`src/hdl/qgp_pkg.sv`:
```
// Package: constants, work word type and arithmetic helpers for the gravity projection.
`default_nettype none
package qgp_pkg;

  localparam int FracBits = 14;
  localparam int CompW    = 16;
  localparam int QuotW    = FracBits + 1;
  localparam int N2W      = 2 * CompW + 1;
  localparam int MagW     = 2 * CompW + 1;
  localparam int SNumW    = MagW + 1;
  localparam int NumW     = MagW + QuotW;
  localparam int DenW     = N2W + 1;
  localparam int RemW     = DenW + 1;
  localparam int Lanes    = 3;
  localparam int Steps    = QuotW;
  localparam int FifoDepth = 2;

  typedef struct packed {
    logic [Lanes-1:0][NumW-1:0] num;
    logic [DenW-1:0]            den;
    logic [Lanes-1:0]           neg;
    logic                       degen;
  } qgp_work_t;

  // Scaled, rounding-biased dividend: |v| * 2^(FracBits+1) + n2.
  function automatic logic [NumW-1:0] qgp_dividend(input logic signed [SNumW-1:0] v,
                                                   input logic [N2W-1:0] n2);
    logic [SNumW-1:0] a;
    a = v[SNumW-1] ? (~v + SNumW'(1)) : v;
    return {a[MagW-1:0], {QuotW{1'b0}}} + NumW'(n2);
  endfunction

endpackage
`default_nettype wire

```
`src/hdl/qgp_fifo.sv`:
```
// Two-entry queue between front and back end.
`default_nettype none
module qgp_fifo import qgp_pkg::*; (
  input  wire logic clk_i,
  input  wire logic rst_ni,
  input  wire logic in_valid_i,
  input  qgp_work_t in_i,
  output logic      in_ready_o,
  output logic      out_valid_o,
  output qgp_work_t out_o,
  input  wire logic out_ready_i
);

  qgp_work_t mem_q [FifoDepth];
  logic wr_q, rd_q;
  logic [1:0] cnt_q;
  logic push, pop;

  assign in_ready_o  = (cnt_q != 2'(FifoDepth));
  assign out_valid_o = (cnt_q != '0);
  assign out_o       = mem_q[rd_q];
  assign push        = in_valid_i && in_ready_o;
  assign pop         = out_valid_o && out_ready_i;

  always_ff @(posedge clk_i or negedge rst_ni) begin
    if (!rst_ni) begin
      wr_q  <= 1'b0;
      rd_q  <= 1'b0;
      cnt_q <= '0;
    end else begin
      if (push) wr_q <= !wr_q;
      if (pop)  rd_q <= !rd_q;
      cnt_q <= cnt_q + 2'(push) - 2'(pop);
    end
  end

  always_ff @(posedge clk_i) begin
    if (push) mem_q[wr_q] <= in_i;
  end

endmodule
`default_nettype wire

```
`config.mk`:
```
export PLATFORM = sky130hd
export DESIGN_NAME = qgp_fifo
export DESIGN_NICKNAME = d
export VERILOG_FILES = /design/src/hdl/qgp_pkg.sv /design/src/hdl/qgp_fifo.sv
export SDC_FILE = /design/constraint.sdc
export NUM_CORES = 1
export LEC_CHECK = 0
export BUFFER_PORTS_ARGS = -buffer_cell sky130_fd_sc_hd__buf_4
export CAP_MARGIN = 20
export CORE_MARGIN = 10
export CORE_UTILIZATION = 56
export CTS_CLUSTER_DIAMETER = 150
export CTS_CLUSTER_SIZE = 25
export DETAILED_ROUTE_END_ITERATION = 12
export PLACE_DENSITY = 0.93
export SYNTH_ARGS = -nofsm -noshare
export SYNTH_HDL_FRONTEND = slang
export SYNTH_SLANG_ARGS = --single-unit
```
`constraint.sdc`:
```
create_clock -name clk_i -period 20.2 [get_ports clk_i]
set_input_delay 1.01 -clock clk_i [delete_from_list [all_inputs] [get_ports clk_i]]
set_output_delay 1.01 -clock clk_i [all_outputs]
set_load 0.005 [all_outputs]
```
# Yosys cells after proc, flatten, opt, wreduce, memory -nomap -nowiden
# Memories as Yosys holds them, arrays and structs flattened.
# Index checks and enable logic that the tools add are counted.
totals:
  regBits: 4
  ram_bits: 364
  input_bits: 186
  output_inout_bits: 184
  wordCells: 14
  memories: 1
mem_list:
  columns: ["memory", "words", "width", "rd", "rd_clocked_by_memory_dff", "write_ports", "line_no", "source"]
  rows:
  - ["mem_q", 2, 182, 1, 0, 1, "qgp_fifo.sv:14", "qgp_work_t mem_q [FifoDepth];"]
op_classes:
  add_sub_neg: 2
  n_eq_ne: 1
  mux: 2
  reduce_logical: 5
ops:
  columns: ["operator", "n"]
  rows:
  - ["adder 2 x 1 -> 2 bit", 1]
  - ["logical AND 1 bit", 2]
  - ["logical NOT 1 bit", 2]
  - ["two-way mux 1 bit", 2]
  - ["!= test 2 bit, second input constant", 1]
  - ["nonzero test 2 bit", 1]
  - ["subtractor 2 x 1 -> 2 bit", 1]

# Longest topological paths before layout
# Gate-level depths: netlist of the first run.
logic_depth:
  ltp_word: 4
  mapped_depth: 5
  mapped_depth_nobuf: 5

# Worst setup path before layout of the first run
# OpenSTA, ideal clock, no wires.
synth_timing:
  path_kind: "in2reg"
  startpoint: "input in_valid_i"
  endpoint: "memory mem_q[0][0] in the netlist's numbering (enable)"
  arrival_time_ns: 8.632
  t_required_ns: 19.474
  setup_slack_ns: 10.841
  stages: 2
  n_path_buf: 0
  cell_sequence: "nand2_1 -> nor2_1"
synth_between:
  elab_chain_cells: 3
synth_lines:
  columns: ["item", "line_no", "source"]
  rows:
  - ["start, declared", "qgp_fifo.sv:6", "input wire logic in_valid_i,"]
  - ["logical AND 1 bit", "qgp_fifo.sv:22", "assign push = in_valid_i && in_ready_o;"]
  - ["two-way mux 1 bit", "qgp_fifo.sv:38", "if (push) mem_q[wr_q] <= in_i;"]
  - ["two-way mux 1 bit (implied by the code)", "qgp_fifo.sv:38", null]
  - ["end, declared", "qgp_fifo.sv:14", null]
# No other way between the ends.

# Final worst setup path of the first run
layout_timing:
  startpoint: "register cnt_q[0]"
  endpoint: "memory mem_q[0][30] in the netlist's numbering (enable)"
layout_between:
  elab_chain_cells: 4
layout_lines:
  columns: ["item", "line_no", "source"]
  rows:
  - ["start, declared", "qgp_fifo.sv:16", "logic [1:0] cnt_q;"]
  - ["start signal, assigned", "qgp_fifo.sv:33", "cnt_q <= cnt_q + 2'(push) - 2'(pop);"]
  - ["!= test 2 bit", "qgp_fifo.sv:19", "assign in_ready_o = (cnt_q != 2'(FifoDepth));"]
  - ["logical AND 1 bit", "qgp_fifo.sv:22", null]
  - ["two-way mux 1 bit", "qgp_fifo.sv:38", null]
  - ["two-way mux 1 bit (implied by the code)", "qgp_fifo.sv:38", null]
# No other way between the ends.

==> results.md, run 1 <==
Status:
- The run finished with clean final reports.

Pwr:
- In this run the static leakage power is approximately 6.2 nW.
- VDD sags by at most roughly 0.000095 V.
- The power per unit of standard cell area is ~130 nW/µm².
- The total power is ~2.2 mW.

STA:
- The worst path needs a little under 4000 ps of the cycle, external delays included.
- Setup repair after global routing left no endpoint under its margin.
- The setup TNS is 0 ps.
- The final max-slew violation count is 0.
- Setup violations remaining at the end of the flow were counted as 0.
- The relative max-transition margin is between 20 and 25%.
- The slew at the pin with the worst max-slew slack is 1140 ps.
- Clock skew on the completed layout was measured at 13.2 ps.
- The fraction of the cycle the final worst path needs is between 10% and 20%.
- The top achievable clock speed is 258 MHz.
- The final hold slack is about 280 ps.
- The final count of hold timing violations came to 0.

Clocking:
- At the later pin of the worst-skew pair, clock insertion delay measures between 500 and 600 ps.
- Clock tree synthesis selected as its root buffer the cell clkbuf_16.
- The number of hold buffers added after CTS was 0.
- The clock tree from TritonCTS is done.
- The level count of the clock H-tree is 1.
- Buffers inserted during clock tree synthesis total 18.
- The clock slew seen by the registers of the worst setup and hold paths is approximately 90 ps.
- For this design, the sink count on the clock tree is about 370.
- Post-CTS timing repair inserted 0 buffers for setup.
- The total of cells resized after clock tree synthesis is 0.
- The maximum number of buffers from clock root to sink is 3.

Synth:
- The synthesized netlist devotes less than 1% of its cell area to simple gates.
- The count of state elements after synthesis is roughly 370.
- The main combinational cell family by area after synthesis is multiplexers.
- The most frequently used flop master after synthesis is edfxtp_1.
- The share of the synthesized area in compound gates (AO/OA/AOI/OAI) is less than 1%.
- The number of unique standard cell types used by synthesis is 18.
- The number of enable-type register cells in the synthesized netlist is roughly 360.
- The number of warnings reported in the yosys synthesis log is 0.
- Of the total synthesized cell area, the portion taken by full adders, half adders and majority gates is less than 1%.
- Synthesis handed over a netlist of about 590 instances.
- Each instance of the synthesized netlist takes up on average 22.8 µm².
- For this run, asynchronously set or reset flops after synthesis account for under 10%.
- Sequential cells were found to cover slightly above 80% of the synthesized design area.
- Summing the areas of all xor and xnor instances in the mapped netlist gives less than 1% of the synthesized area.
- The cell area that synthesis handed to floorplanning was about 13000 µm².
- The number of nets in the synthesized netlist is 775.
- The portion of synthesized area spent on multiplexers is roughly 15%.

Run:
- The count of max-cap constraint violations is 0.

Setup path:
- In this run the worst path has a maximum fanout of between 70 and 80.
- The startpoint of the worst-slack reg-to-reg timing path is cnt_q[0].
- STA classifies the critical path endpoint as a flip-flop.
- Counting cells, the worst reg-to-reg path comes to 5.
- The worst endpoint data arrival time is 4010 ps.
- STA puts the critical path data required time at 20330 ps.
- In this run the critical register-to-register path is captured at mem_q[0][30].
- The critical path ends at mem_q[0][30].
- The critical path is of the flip-flop to flip-flop type.
- The setup slack of the worst register-to-register path is around 16000 ps.
- STA classifies the critical path startpoint as a flip-flop.
- The source of the critical timing path is cnt_q[0].

Die:
- The row count is 56.
- The I/O pin count is 370.
- The die area is approximately 31000 µm².
- The die is about 170 µm tall.
- The die width is 175 µm.
- The core region is 23500 µm².
- The initial core utilization is 57.0%.

Cells and area:
- The commonest non-fill, non-tap cell in the layout is buf_4.
- In the final layout, the multi-input gates occupy 2180 µm².
- The library cells used most frequently in the layout, excluding fill and tap cells, are buf_4 (375), edfxtp_1 (364), mux2_2 (182).
- The antenna diode count is 0.
- The filler cells instantiated in the layout total ~1400.
- The growth of design area from synthesis to finish is 26.2%.
- The share of the core filled with cells in the final layout is a little over 70%.
- For this run, the post-layout net count is between 1000 and 1500.
- The post-route netlist has between 60% and 70% of its cells at a drive strength greater than 1.
- The sequential cells in the finished layout cover a total of ~11000 µm².

GRT:
- The number of antenna violations at the first check in global routing came to 0.
- The first global-routing pass estimated 44700 µm of wire.
- The global routing usage summed across all routing layers is around a fifth.
- Entering global routing, the biggest net connects just under 90 pins.
- The leftover overflow at the end of global routing is 0.
- The via count of the first global-routing pass is 7462.

Drt:
- Before antenna repair, the detailed router went through 5 iterations.
- The total wire length after detailed routing is 30600 µm.
- The routed layout has between 6000 and 7000 vias.
- The remaining design rule violation count is 0.
- The count of antenna-violating nets left after detailed routing is 0.
- The per-cell via count in the routed design is between 5 and 6.
- The number of DRC markers after the initial detailed-route iteration is 447.
- The routed wirelength normalized by instance count is approximately 24 µm.

Place:
- Once detailed placement completed, the half-perimeter wirelength came to ~22000 µm.
- In this run the tool buffered the top-level ports with around 370 buffer cells.
- The congestion estimate from routability-driven global placement came to a little under 0.8.

Min path:
- The class of the worst hold path is primary input to asynchronous set/reset pin.
## through the flow
stage,setup WS (ps),area (µm²),cells
floorplan,10840,13400,588
global placement,15830,16400,1262
detailed placement,15800,16400,1262
CTS,16320,16900,1287
global route,16050,16900,1287
finish,16320,16900,1287
## flip-flops by register name, summed over array words and instances (netlist names)
register  cells
mem_q       364
cnt_q         2
rd_q          1
wr_q          1
## area by class of cell
type | count | share of cell area [%]
sequential | 368 | 65.2
timing repair buffer | 375 | 16.6
multi-input combinational | 200 | 12.9
clock buffer | 24 | 2.92
clock inverter | 1 | 0.0517
tap | 319 | 2.36
## synth_stat cells (2+ instances only)
cell / count / share of area, %
edfxtp_1: 364 / 81
mux2_2: 182 / 15
buf_6: 19 / 1.6
dfrtp_1: 4 / 0.75
nor2_1: 3 / 0.084
xnor2_1: 3 / 0.20
nand2_1: 2 / 0.056
## worst min-delay path by stage
stage                      start       end
after floorplan             wr_q      wr_q
after detailed placement    wr_q      wr_q
after global routing      rst_ni      rd_q
final                     rst_ni      rd_q
after global placement      wr_q      wr_q
after CTS                 rst_ni  cnt_q[1]
## cell families (layout without fill, tap and decap cells)
family          Yosys count  count (layout)
simple gates             11              11
mux                     182             182
xor+xnor                  3               3
buf+inv                  20             400
compound gates            3               3
fa+ha+maj                 1               1
flops                   368             368
## routing by layer
layer	global-route usage, %	vias to the layer above	wire length [µm]
li1	-	3071	-
met1	19.7	3439	10300
met2	34.9	303	16500
met3	6.57	59	2760
met4	6.43	0	1080
met5	0	-	0
## worst max-delay path, cell delays in order, from the launching register on
cell,delay (ps)
dfrtp_1,440
nand2b_1,180
nand2_1,130
nor2_4,760
buf_4,830
buf_4,910
## power breakdown
group          switching (mW)  internal (mW)
clock                   0.215          0.173
combinational           0.349          0.399
sequential             0.0531           1.04
Note: power is estimated with default switching activity, not from simulation.
==> run 2, diff against run 1 <==
--- a/config.mk
+++ b/config.mk
@@ -8,11 +8,11 @@
 export BUFFER_PORTS_ARGS = -buffer_cell sky130_fd_sc_hd__buf_4
 export CAP_MARGIN = 20
 export CORE_MARGIN = 10
-export CORE_UTILIZATION = 56
+export CORE_UTILIZATION = 47
 export CTS_CLUSTER_DIAMETER = 150
 export CTS_CLUSTER_SIZE = 25
 export DETAILED_ROUTE_END_ITERATION = 12
-export PLACE_DENSITY = 0.93
+export PLACE_DENSITY = 0.84
 export SYNTH_ARGS = -nofsm -noshare
 export SYNTH_HDL_FRONTEND = slang
 export SYNTH_SLANG_ARGS = --single-unit
==> constraint.sdc (replaced) <==
create_clock -name clk_i -period 3.4 [get_ports clk_i]
set_input_delay 0.17 -clock clk_i [delete_from_list [all_inputs] [get_ports clk_i]]
set_output_delay 0.17 -clock clk_i [all_outputs]
set_load 0.005 [all_outputs]
==> results.md, run 2 (synthesis gave the netlist of run 1 again) <==
Status:
- Status: complete, no violations (unchanged).

Clocking:
- The hold buffer count at CTS is 184 (was 0).
- The clock tree from TritonCTS is done (unchanged).
- The total of cells resized after clock tree synthesis is 0 (unchanged).
- The level count of the clock H-tree was 1 (unchanged).
- The number of buffers created by CTS is 18 (unchanged).
- The number of buffers inserted by post-CTS setup repair is 0 (unchanged).
- The clock slew seen by the registers of the worst setup and hold paths is 100 ps (was 90 ps).
- The clock network latency to the later pin of the worst-skew pair is 510 ps (about the same).
- The cell at the root of the clock tree is clkbuf_16 (unchanged).
- The maximum number of buffers from clock root to sink is 3 (unchanged).
- The total clock sinks is 368 (unchanged).

Die:
- The die width is 189 µm (was 175 µm).
- The die area is 35700 µm² (was 30600 µm²).
- The initial core utilization is 47.9% (was 57.0%).
- The core outline area is 28000 µm² (was 23500 µm²).
- The row count is 61 (was 56).
- The I/O pin count is 370 (unchanged).
- The die extent in y is 189 µm (was 175 µm).

STA:
- The clock skew is 7.55 ps (was 13.2 ps).
- The final hold slack is 22.7 ps (was 275 ps).
- Of the available clock period, the critical path in the final layout requires roughly three quarters.
- The worst path in the final design needs a cycle of between 2000 and 3000 ps, including I/O delays and setup.
- The final max-slew violation count is 0 (unchanged).
- The final setup violation count is 0 (unchanged).
- The top achievable clock speed is around 390 MHz.
- The final count of hold timing violations is 0 (unchanged).
- The relative max-transition margin came to 42.9% (was 24.2%).
- The slew at the pin with the worst max-slew slack is 856 ps (was 1140 ps).
- Unrepaired setup endpoints after global routing: no (unchanged).

GRT:
- The global routing usage on met2 is 34.7% (was 34.9%).
- The met1 global-route usage is 20.0% (was 19.7%).
- The met3 global-route usage came to 5.49% (was 6.57%).
- The global routing usage summed across all routing layers was 18.5% (was 19.0%).
- The pin count of the biggest net entering global routing came to 120 (was 87).
- The global-route wire length before repair is 51600 µm (was 44700 µm).
- The routing layer with the top usage in global route is met2 (unchanged).
- The leftover overflow at the end of global routing is 0 (unchanged).
- The number of antenna violations at the first check in global routing is 2 (was 0).
- The via count of the first global-routing pass was 8565 (was 7462).

Setup path:
- The peak per-stage delay on the critical path is 840 ps (was 910 ps).
- Critical path cell sequence: buf_12, mux2_2, buf_4 (was nand2b_1, nand2_1, nor2_4, buf_4, buf_4).
- The highest net fanout along the worst path was 66 (was 78).
- The worst endpoint required time is 3230 ps (was 20330 ps).
- The critical path class is flip-flop to primary output (was flip-flop to flip-flop).
- The source of the critical timing path is rd_q (was cnt_q[0]).
- The slowest cell on the critical path is dfrtp_4 (was buf_4).
- The element type at the critical path end is a primary output (was flip-flop).
- The logic depth of the worst setup path including buffers was 3 (was 5).
- The logic depth of the worst register-to-register path is 4 (was 5).
- The startpoint of the worst-slack reg-to-reg timing path is cnt_q[0] (unchanged).
- The setup slack of the worst register-to-register path came to 1370 ps (was 16320 ps).
- The worst endpoint data arrival time was 2360 ps (was 4010 ps).
- The category of cells accounting for the largest share of critical-path delay is flip-flops (was buffers and inverters).
- The total buffers and inverters traversed by the critical path is 2 (unchanged).
- The endpoint of the worst setup timing path is out_o[84] (was mem_q[0][30]).
- The endpoint of the worst-slack reg-to-reg timing path was mem_q[0][83] (was mem_q[0][30]).
- The type of element launching the critical path is a flip-flop (unchanged).

Run:
- The count of max-cap constraint violations is 0 (unchanged).

Pwr:
- The leakage component of the power was 7.06 nW (was 6.24 nW).
- The power per unit of standard cell area was 721 nW/µm² (was 132 nW/µm²).
- The total power is 13.7 mW (was 2.23 mW).
- The worst-case vdd ir drop came to 0.000602 V (was 0.0000946 V).

Place:
- The global placement routability congestion is 0.727 (was 0.780).
- The final HPWL from detailed placement is 21500 µm (was 21900 µm).
- The cell count after placement came to 1323 (was 1262).
- The standard cell area after detailed placement was 16600 µm² (was 16400 µm²).
- The number of buffers inserted by port buffering is 369 (unchanged).

Drt:
- The routed wirelength normalized by instance count is 22.4 µm (was 23.8 µm).
- The number of vias in the routed layout is 7664 (was 6872).
- The total wire length after detailed routing came to 34500 µm (was 30600 µm).
- The count of antenna-violating nets left after detailed routing came to 0 (unchanged).
- The per-cell via count in the routed design is 4.97 (was 5.34).
- The remaining design rule violation count is 0 (unchanged).
- The number of DRC markers after the initial detailed-route iteration was 392 (was 447).
- The number of optimization iterations in the first detailed-route pass is 4 (was 5).

Cells and area:
- The register with the highest flop count is mem_q (unchanged).
- Largest registers ranked by flip-flop count: mem_q x364, cnt_q x2 (unchanged).
- The layout cell share with drive strength beyond 1 is 50.5% (was 60.1%).
- The number of non-filler instances in the completed layout is 1541 (was 1287).
- The growth of design area from synthesis to finish is 41.5% (was 26.2%).
- The flip-flop count of the largest register after layout is 364 (unchanged).
- The share of the core filled with cells in the final layout was 67.8% (was 71.9%).
- The commonest non-fill, non-tap cell in the layout is buf_4 (unchanged).
- The number of nets in the layout is 1336 (was 1150).
- The final standard cell area without fillers is 19000 µm² (was 16900 µm²).
- Highest-count cells in the layout ignoring fill and taps: buf_4 (371), edfxtp_1 (364), dlygate4sd3_1 (184) (was buf_4 (375), edfxtp_1 (364), mux2_2 (182)).
- The number of filler cells placed in the layout is 1705 (was 1381).

Min path:
- The class of the worst hold path was primary input to asynchronous set/reset pin (unchanged).
## run 2: cell type report
type                       count  area [µm²]  share of cell area [%]
clock buffer                  31         520                    2.74
sequential                   368       11000                    58.1
multi-input combinational    200        2200                    11.6
antenna                        2        5.00                  0.0264
tap                          378         473                    2.49
timing repair buffer         561        4750                    25.0
clock inverter                 1        8.76                  0.0461
## run 2: power breakdown
part,internal [mW],switching [mW]
Combinational,2.59,2.17
Sequential,6.19,0.354
Clock,1.06,1.32
## run 2: layer usage
metal / routed length [µm] / part of all wire (%)
met1: 12000 / 35
met2: 18800 / 54
met3: 2900 / 8.4
met4: 826 / 2.4
met5: 0 / 0
## run 2: worst min-delay path by stage
stage | start | endpoint | slack (ps)
floorplan | rst_ni | cnt_q[0] | -130
global placement | rst_ni | wr_q | -20
detailed placement | rst_ni | wr_q | -20
CTS | rst_ni | wr_q | 10
global route | rst_ni | wr_q | 3
finish | rst_ni | wr_q | 20
## run 2: per-stage QoR
| step | setup WS, ps | setup TNS, ps |
|---|---|---|
| finish | 867 | 0 |
| global route | 758 | 0 |
| CTS | 842 | 0 |
| detailed placement | 1370 | 0 |
| global placement | 1400 | 0 |
| floorplan | -323 | -58830 |
==> run 3, diff against run 2 <==
==> constraint.sdc (replaced) <==
create_clock -name clk_i -period 2.1 [get_ports clk_i]
set_input_delay 0.105 -clock clk_i [delete_from_list [all_inputs] [get_ports clk_i]]
set_output_delay 0.105 -clock clk_i [all_outputs]
set_load 0.005 [all_outputs]
==> results.md, run 3 (synthesis gave the netlist of run 1 again) <==
Status:
- Status: complete, no violations (unchanged).

GRT:
- The number of antenna violations at the first check in global routing came to 3 (was 2).
- The global-route wire length before repair is 53000 µm (was 51600 µm).
- The via count of the first global-routing pass is 8771 (was 8565).
- The pin count of the biggest net entering global routing is 89 (was 120).
- The global routing usage summed across all routing layers was 19.0% (was 18.5%).
- The leftover overflow at the end of global routing is 0 (unchanged).

Cells and area:
- The flip-flop count of the largest register after layout came to 364 (unchanged).
- The growth of design area from synthesis to finish came to 43.1% (was 41.5%).
- The number of nets in the layout was 1358 (was 1336).
- The final standard cell area without fillers was 19200 µm² (was 19000 µm²).
- The number of non-filler instances in the completed layout is 1558 (was 1541).
- The register with the highest flop count was mem_q (unchanged).
- Largest registers ranked by flip-flop count: mem_q x364, cnt_q x2 (unchanged).
- The commonest non-fill, non-tap cell in the layout was buf_4 (unchanged).
- The multi-input gate area in the final layout is 2200 µm² (unchanged).
- Highest-count cells in the layout ignoring fill and taps: buf_4 (385), edfxtp_1 (364), dlygate4sd3_1 (186) (was buf_4 (371), edfxtp_1 (364), dlygate4sd3_1 (184)).
- The layout cell share with drive strength beyond 1 is 51.5% (was 50.5%).
- The sequential cell area in the final layout is 11000 µm² (unchanged).
- The share of the core filled with cells in the final layout is 68.6% (was 67.8%).
- The number of filler cells placed in the layout was 1642 (was 1705).

Place:
- The cell count after placement was 1336 (was 1323).
- The post-placement setup slack is 428 ps (was 1370 ps).
- The global placement routability congestion is 0.760 (was 0.727).
- The final HPWL from detailed placement came to 21800 µm (was 21500 µm).
- The standard cell area after detailed placement was 16700 µm² (was 16600 µm²).
- The number of buffers inserted by port buffering came to 369 (unchanged).

Clocking:
- The clock slew seen by the registers of the worst setup and hold paths came to 90 ps (was 100 ps).
- The clock tree from TritonCTS was done (unchanged).
- The total clock sinks is 368 (unchanged).
- The cell at the root of the clock tree is clkbuf_16 (unchanged).
- The number of buffers created by CTS came to 18 (unchanged).
- The maximum number of buffers from clock root to sink was 3 (unchanged).
- The clock network latency to the later pin of the worst-skew pair was 500 ps (was 510 ps).
- The level count of the clock H-tree is 1 (unchanged).

Die:
- The core outline area was 28000 µm² (unchanged).
- The initial core utilization is 47.9% (unchanged).
- The die extent in y was 189 µm (unchanged).
- The die width was 189 µm (unchanged).
- The die area is 35700 µm² (unchanged).
- The row count came to 61 (unchanged).
- The I/O pin count is 370 (unchanged).

Pwr:
- The internal power is 16.2 mW (was 9.85 mW).
- The clock group share of total power is 16.5% (was 17.4%).
- The power per unit of standard cell area is 1170 nW/µm² (was 721 nW/µm²).
- The leakage component of the power is 7.18 nW (was 7.06 nW).
- The combinational cell fraction of total power was 37.2% (was 34.8%).
- The power spent charging and discharging nets is 6.32 mW (was 3.84 mW).
- The sequential share of power came to 46.3% (was 47.8%).
- The total power is 22.6 mW (was 13.7 mW).
- The switching portion of total power came to 28.0% (about the same).
- The worst-case vdd ir drop is 0.000950 V (was 0.000602 V).

Setup path:
- The endpoint of the worst-slack reg-to-reg timing path is mem_q[0][24] (was mem_q[0][83]).
- The highest net fanout along the worst path is 49 (was 66).
- The element type at the critical path end was a primary output (unchanged).
- The logic depth of the worst register-to-register path is 5 (was 4).
- The worst endpoint data arrival time is 1920 ps (was 2360 ps).
- The critical path class is flip-flop to primary output (unchanged).
- The startpoint of the worst-slack reg-to-reg timing path is cnt_q[0] (unchanged).
- The endpoint of the worst setup timing path is out_o[46] (was out_o[84]).
- The setup slack of the worst register-to-register path is 420 ps (was 1370 ps).
- The source of the critical timing path was rd_q (unchanged).
- The type of element launching the critical path is a flip-flop (unchanged).
- The worst endpoint required time came to 2000 ps (was 3230 ps).

Drt:
- The routed wirelength normalized by instance count is 22.6 µm (was 22.4 µm).
- The count of antenna-violating nets left after detailed routing is 0 (unchanged).
- The number of DRC markers after the initial detailed-route iteration is 450 (was 392).
- The remaining design rule violation count is 0 (unchanged).
- The number of vias in the routed layout is 7805 (was 7664).
- The number of optimization iterations in the first detailed-route pass was 4 (unchanged).
- The per-cell via count in the routed design was 5.01 (was 4.97).
- The total wire length after detailed routing is 35200 µm (was 34500 µm).

STA:
- The post-route worst setup slack came to 71.1 ps (was 867 ps).
- The setup TNS came to 0 ps (unchanged).
- Dividing the final minimum period by the clock period gives a little over nine tenths.
- The final max-slew violation count is 0 (unchanged).
- The relative max-transition margin came to 65.2% (was 42.9%).
- The final setup violation count is 0 (unchanged).
- The shortest clock period the worst path allows after layout is roughly 2000 ps.
- The final count of hold timing violations came to 0 (unchanged).
- The final hold slack is 321 ps (was 22.7 ps).
- Unrepaired setup endpoints after global routing: no (unchanged).
- The clock skew is 10.5 ps (was 7.55 ps).
- The slew at the pin with the worst max-slew slack is 522 ps (was 856 ps).
- The top achievable clock speed is a little under 500 MHz.

Min path:
- The class of the worst hold path is primary input to flip-flop (was primary input to asynchronous set/reset pin).

Run:
- The count of max-cap constraint violations was 0 (unchanged).
[run 3: cell types whose count changed in the layout (fill, tap and decap cells not counted), sizes merged]
cell | before | now
buf | 377 | 397
clkbuf | 31 | 25
dlygate4sd3 | 184 | 186
diode | 2 | 3
[run 3: power by group through the flow]
stage	Combinational [mW]	Clock (mW)	Sequential, mW
after floorplan	3.92	0	10.6
after global placement	7.60	0	10.5
after detailed placement	7.67	0	10.6
after CTS	8.43	3.87	10.4
after global routing	8.94	4.08	10.6
final	8.38	3.73	10.4
[run 3: how the worst min path moves through the flow]
stage	from	depth (start not counted)	slack, ps	to
after floorplan	rst_ni	0	-190	cnt_q[0]
after global placement	rst_ni	1	-100	rd_q
after detailed placement	rst_ni	1	-90	rd_q
after CTS	in_i[180]	2	270	mem_q[0][180]
after global routing	in_i[109]	2	310	mem_q[1][109]
final	in_i[20]	2	320	mem_q[0][20]
[run 3: layout make-up]
cell class,instances,share of cell area (%)
flip-flops and latches,368,57.4
repair buffers,583,26.0
multi-input cells,200,11.4
clock buffers,25,2.59
well taps,378,2.46
clock inverters,1,0.0456
diodes,3,0.0391
[run 3: layer usage]
layer,global-route usage (%),wire [µm]
met2,35.3,19100
met1,20.9,12700
met3,4.96,2620
met5,0,0
met4,4.76,780
[run 3: what timing repair did]
| item | CTS | global route |
|---|---|---|
| hold buffers | 186 | 0 |
| gates cloned | 1 | 0 |
| setup endpoints to repair | 130 | 51 |
| gates resized for setup | 2 | 1 |
| hold endpoints to repair | 371 | 0 |
| buffers inserted | 6 | 1 |
| pin swaps | 0 | 0 |
[run 3: worst max-delay path, cell delays in order (launching register included)]
cell and delay, ps:
dfrtp_4 460, buf_12 130, buf_16 260, mux2_2 410, buf_4 140
